File: config.mk
export PLATFORM = sky130hd
export DESIGN_NAME = sacc_ctrl
export DESIGN_NICKNAME = d
export VERILOG_FILES = /design/src/sv/sacc_pkg.sv /design/src/sv/sacc_ctrl.sv
export SDC_FILE = /design/constraint.sdc
export NUM_CORES = 1
export LEC_CHECK = 0
export BUFFER_PORTS_ARGS = -buffer_cell sky130_fd_sc_hd__buf_2
export CORE_AREA = 2 2 39 41
export DETAILED_ROUTE_END_ITERATION = 10
export DIE_AREA = 0 0 41 43
export MAX_ROUTING_LAYER = met4
export PLACE_DENSITY = 0.3
export REMOVE_ABC_BUFFERS = 1
export SKIP_CTS_REPAIR_TIMING = 1
export SLEW_MARGIN = 10
export SYNTH_ARGS = -nofsm -noshare
export SYNTH_HDL_FRONTEND = slang
export SYNTH_SLANG_ARGS = --single-unit
File: constraint.sdc
create_clock -name clk -period 1 [get_ports clk]
set_input_delay 0.2 -clock clk [delete_from_list [all_inputs] [get_ports clk]]
set_output_delay 0.2 -clock clk [all_outputs]
set_load 0.05 [all_outputs]
File: src/sv/sacc_pkg.sv
// Shared types and constants for the set-associative cache tag controller.
// No dependencies; imported by every module of the block.
`default_nettype none
package sacc_pkg;

  typedef enum logic [1:0] {
    ST_CLEAR = 2'd0,
    ST_IDLE  = 2'd1,
    ST_LOOK  = 2'd2
  } ctrl_state_t;

  typedef struct packed {
    logic clr_en;
    logic load;
    logic commit;
  } dp_cmd_t;

  typedef struct packed {
    logic clr_last;
    logic out_free;
  } dp_status_t;

  localparam logic [1:0] POL_LRU    = 2'd0;
  localparam logic [1:0] POL_FIFO   = 2'd1;
  localparam logic [1:0] POL_RANDOM = 2'd2;

  localparam logic [1:0] KIND_NONE       = 2'd0;
  localparam logic [1:0] KIND_COMPULSORY = 2'd1;
  localparam logic [1:0] KIND_CONFLICT   = 2'd2;
  localparam logic [1:0] KIND_CAPACITY   = 2'd3;

  localparam logic [1:0] CFG_SETS_LOG2  = 2'd0;
  localparam logic [1:0] CFG_BLOCK_LOG2 = 2'd1;
  localparam logic [1:0] CFG_WAYS_LOG2  = 2'd2;
  localparam logic [1:0] CFG_POLICY     = 2'd3;

  localparam logic [3:0] RST_SETS_LOG2  = 4'd8;
  localparam logic [4:0] RST_BLOCK_LOG2 = 5'd2;
  localparam logic [1:0] RST_WAYS_LOG2  = 2'd3;

  localparam logic [15:0] LFSR_SEED = 16'hACE1;
  localparam logic [15:0] LFSR_TAPS = 16'hB400;

  typedef struct packed {
    logic [3:0] sets_log2;
    logic [4:0] block_log2;
    logic [1:0] ways_log2;
    logic [1:0] policy;
  } cfg_t;

  typedef struct packed {
    logic        valid;
    logic [31:0] tag;
    logic [31:0] stamp;
  } line_t;

endpackage
`default_nettype wire

File: src/sv/sacc_ctrl.sv
// Controller state machine: clearing sweep, accept, lookup and commit.
// Depends on sacc_pkg.
`default_nettype none
module sacc_ctrl
  import sacc_pkg::*;
(
  input  wire logic       clk,
  input  wire logic       rst_n,
  input  wire logic       in_valid,
  output logic            in_ready,
  input  wire dp_status_t status,
  output dp_cmd_t         cmd
);

  ctrl_state_t state_r, state_nxt;

  always_ff @(posedge clk) begin
    if (!rst_n) begin
      state_r <= ST_CLEAR;
    end else begin
      state_r <= state_nxt;
    end
  end

  always_comb begin
    state_nxt = state_r;
    unique case (state_r)
      ST_CLEAR: if (status.clr_last) state_nxt = ST_IDLE;
      ST_IDLE:  if (in_valid) state_nxt = ST_LOOK;
      ST_LOOK:  if (status.out_free) state_nxt = ST_IDLE;
      default:  state_nxt = ST_CLEAR;
    endcase
  end

  always_comb begin
    in_ready   = (state_r == ST_IDLE);
    cmd.clr_en = (state_r == ST_CLEAR);
    cmd.load   = (state_r == ST_IDLE) && in_valid;
    cmd.commit = (state_r == ST_LOOK) && status.out_free;
  end

endmodule
`default_nettype wire

### After elaboration in Yosys (flattened, before gate mapping)

Index checks and enable logic that the tools add are counted.

| cells by class | value |
|---|---|
| equality and inequality tests | 5 |
| muxes and demuxes | 4 |
| reductions and logical operators | 4 |

Operator list:

| kind | count |
|---|---|
| $mux W2 | 3 |
| $ne A2 B2 Y1 const B | 3 |
| $pmux W2 S3 | 1 |
| $reduce_and A3 Y1 | 1 |
| $eq A2 B1 Y1 const B | 1 |
| $eq A2 B2 Y1 const B | 1 |
| $logic_and A1 B1 Y1 | 2 |
| $logic_not A2 Y1 | 1 |

| storage, ports and cells | value |
|---|---|
| output and inout port bits | 4 |
| register bits after elaboration | 2 |
| logic and storage cells | 14 |

### Logic depth before layout (Yosys ltp)

| depth | value |
|---|---|
| depth after elaboration | 3 |
| mapped depth | 2 |
| gate-level depth less buffers | 2 |

### Worst setup path after synthesis

Ideal clock, no wire load.

| timing path | value |
|---|---|
| path type | register -> output |
| start point | register state_r[1] |
| end point | output port cmd[0] (netlist name) |
| required time | 800 ps |
| arrival time | 1,096 ps |
| slack | -296 ps |
| stages on the path, launching flop included | 3 |
| cell sequence | dfxtp_1 -> nand2_1 -> nor2_1 |

RTL lines:

| what | line | source |
|---|---|---|
| from (decl) | sacc_ctrl.sv:15 | `ctrl_state_t state_r, state_nxt;` |
| from (signal assigned) | sacc_ctrl.sv:21 | `state_r <= state_nxt;` |
| to (decl) | sacc_ctrl.sv:12 | `output dp_cmd_t cmd` |

==> run_results.csv <==
group,metric,value,unit
status,status,"finished with violations",
status,violations,"negative setup slack",
setup_path,cp_cell_sequence,"and3b_2, buf_6",
cells_and_area,largest-register,"state_r",
setup_path,cpMaxStageDelayCell,"dfxtp_2",
routing,vias,150,
power_and_ir_drop,p_switching,0.000129,W
timing,slew_violations,0,
power_and_ir_drop,leakage,0.126,nW
timing,hold_viol,0,
synthesis,seq_area_frac_synth,0.348,
routing,routedWlPerCell,8.69,um
setup_path,arrival,0.96,ns
global_route,grt_overflow,0,
cells_and_area,nets,33,
setup_path,cp_num_buf_inv,1,
timing,period_minus_slack,1.16,ns
timing,timing.hold.ws,0.211,ns
timing,layout_setup_ws,-0.163,ns
setup_path,cp_top_family,"flip-flops",
global_route,grt_max_degree,7,
cells_and_area,fin_area,263,um2
global_route,grt_pass1_vias,138,
worst_hold_path,hold_class,"in2reg",
timing,skew,0.00308,ns
timing,clock.fmax,860,MHz
routing,via_per_inst,3.57,
routing,dr.pass1.iters,1,
synthesis,yosys.cell_types.count,10,
cts,numCtsBuffers,3,
cts,cts_sinks,2,
floorplan,dieHeight,43,um
cts,cts-root-buf,"clkbuf_4",
setup_path,critPathLaunchType,"flip-flop",
setup_path,crit_path_end_kind,"primary output",
power_and_ir_drop,p_sw_frac,0.314,
power_and_ir_drop,power.share.clock,0.444,
cells_and_area,drive_gt1_frac,0.808,
timing,fin_crit_sh,1.16,
routing,wl,365,um
synthesis,syn_inst,12,
cells_and_area,top_regs,"state_r x2",
setup_path,crit_type,"reg2out",
cts,cts_buffer_depth,2,
global_route,grt_use_total,0.0503,
synthesis,avgSynthCellArea,9.59,um2
floorplan,die_x,41,um
timing,slew_headroom,0.889,
cells_and_area,instances_no_fill,42,
floorplan,rows,14,
cts,cts_tree,"done",
timing,tightest_slew,0.167,ns
cts,htree_num_levels,1,
power_and_ir_drop,power_frac_comb,0.325,
placed_design,io_buffers,8,
floorplan,start_util,0.0832,
power_and_ir_drop,power_frac_seq,0.231,
floorplan,io_pins,9,
cells_and_area,final_core_util,0.190,
synthesis,ys_top_cells_by_area,"dfxtp_1, mux2_4, and3b_2, o211a_1, and2b_2",
placed_design,placed_area,198,um2
synthesis,synth.top_cell.area_share,0.348,
timing,fin_setup_tns,-0.603,ns
synthesis,syn_area,115,um2
cells_and_area,area_growth,128,%
timing,setup_viol,4,
cells_and_area,largest_reg_flops,2,
synthesis,synth_top_cell_by_area,"dfxtp_1",
routing,ant_nets,0,
power_and_ir_drop,internal_power,0.000281,W
power_and_ir_drop,vdd_ir_drop_max,0.000298,V
floorplan,core,0.00138,mm2
setup_path,cp_slowest_stage_delay,0.33,ns
floorplan,die_area,0.00176,mm2
global_route,antenna_found_initial,0,
placed_design,gp_congestion,0.593,
run,drv_cap,0,
power_and_ir_drop,p_per_area,1560,mW/mm2
synthesis,ys_ff_latch,2,
routing,drtIter0Drc,0,
cts,clk_latency,0.23,ns
setup_path,worst_ep_required_time,0.80,ns
timing,rsz0062_at_grt,"true",
setup_path,crit_fanout,6,
cts,clk_pin_slew_worst_paths,0.03,ns
cells_and_area,num_antenna_cells,0,
placed_design,dp_cells,39,
synthesis,synth_warnings,0,
routing,drc,0,
global_route,grt_pass1_wl,483,um
[final timing paths]
kind               from         end  slack, ns  cells past startpoint
max          state_r[1]      cmd[1]      -0.16                      2
min               rst_n  state_r[1]       0.21                      2
max reg2reg  state_r[1]  state_r[0]       0.04                      2
min reg2reg  state_r[0]  state_r[0]       0.52                      1
[cells in the mapped netlist]
| cell | instances |
|---|---|
| and2b_2 | 1 |
| and3b_2 | 1 |
| dfxtp_1 | 2 |
| mux2_4 | 1 |
| nand2_1 | 1 |
| nor2_1 | 2 |
| nor3b_1 | 1 |
| o211a_1 | 1 |
| o21a_1 | 1 |
| o21ai_0 | 1 |
[per-stage QoR]
| stage | setup WS (ns) | total power, W |
|---|---|---|
| 2_1_floorplan | -0.296 | 0.000162 |
| 3_3_place_gp | -0.0444 | 0.000202 |
| 3_5_place_dp | -0.0404 | 0.000201 |
| 4_1_cts | -0.285 | 0.000393 |
| 5_1_grt | -0.208 | 0.000442 |
| 6_report | -0.163 | 0.000410 |
[power by group through the flow]
stage	combinational, W	clock, W	sequential, W
2_1_floorplan	0.0000677	0	0.0000944
3_3_place_gp	0.000107	0	0.0000948
3_5_place_dp	0.000106	0	0.0000947
4_1_cts	0.000107	0.000193	0.0000935
5_1_grt	0.000141	0.000205	0.0000957
6_report	0.000133	0.000182	0.0000947
[layout make-up]
| type | instances | area, um2 |
|---|---|---|
| clock buffers | 3 | 22.5 |
| fillers | 164 | 1120 |
| multi-input cells | 10 | 90.1 |
| flip-flops and latches | 2 | 42.5 |
| well taps | 16 | 20.0 |
| repair buffers | 11 | 87.6 |
[logic make-up (layout without fill, tap and decap cells)]
kind of cell | count (synthesis) | after routing | synth area share
compound gates | 3 | 3 | 0.196
flops | 2 | 2 | 0.348
buf+inv | 0 | 14 | 0
simple gates | 6 | 6 | 0.326
mux | 1 | 1 | 0.130
[cells in the final DEF (no fill, tap or decap), drive strengths merged]
| cell type | netlist | final |
|---|---|---|
| buf | 0 | 11 |
| clkbuf | 0 | 3 |
| nor2 | 2 | 2 |
| dfxtp | 2 | 2 |
| and2b | 1 | 1 |
| and3b | 1 | 1 |
| nand2 | 1 | 1 |
| nor3b | 1 | 1 |
| o21a | 1 | 1 |
| mux2 | 1 | 1 |
| o21ai | 1 | 1 |
| o211a | 1 | 1 |
[per-layer routing]
| metal | routed length, um | GRT usage |
|---|---|---|
| met5 | 0 | - |
| met4 | 0 | 0.0600 |
| met3 | 72 | 0.0524 |
| met2 | 164 | 0.0594 |
| met1 | 128 | 0.0351 |
Power figures use the tool's default switching activity.
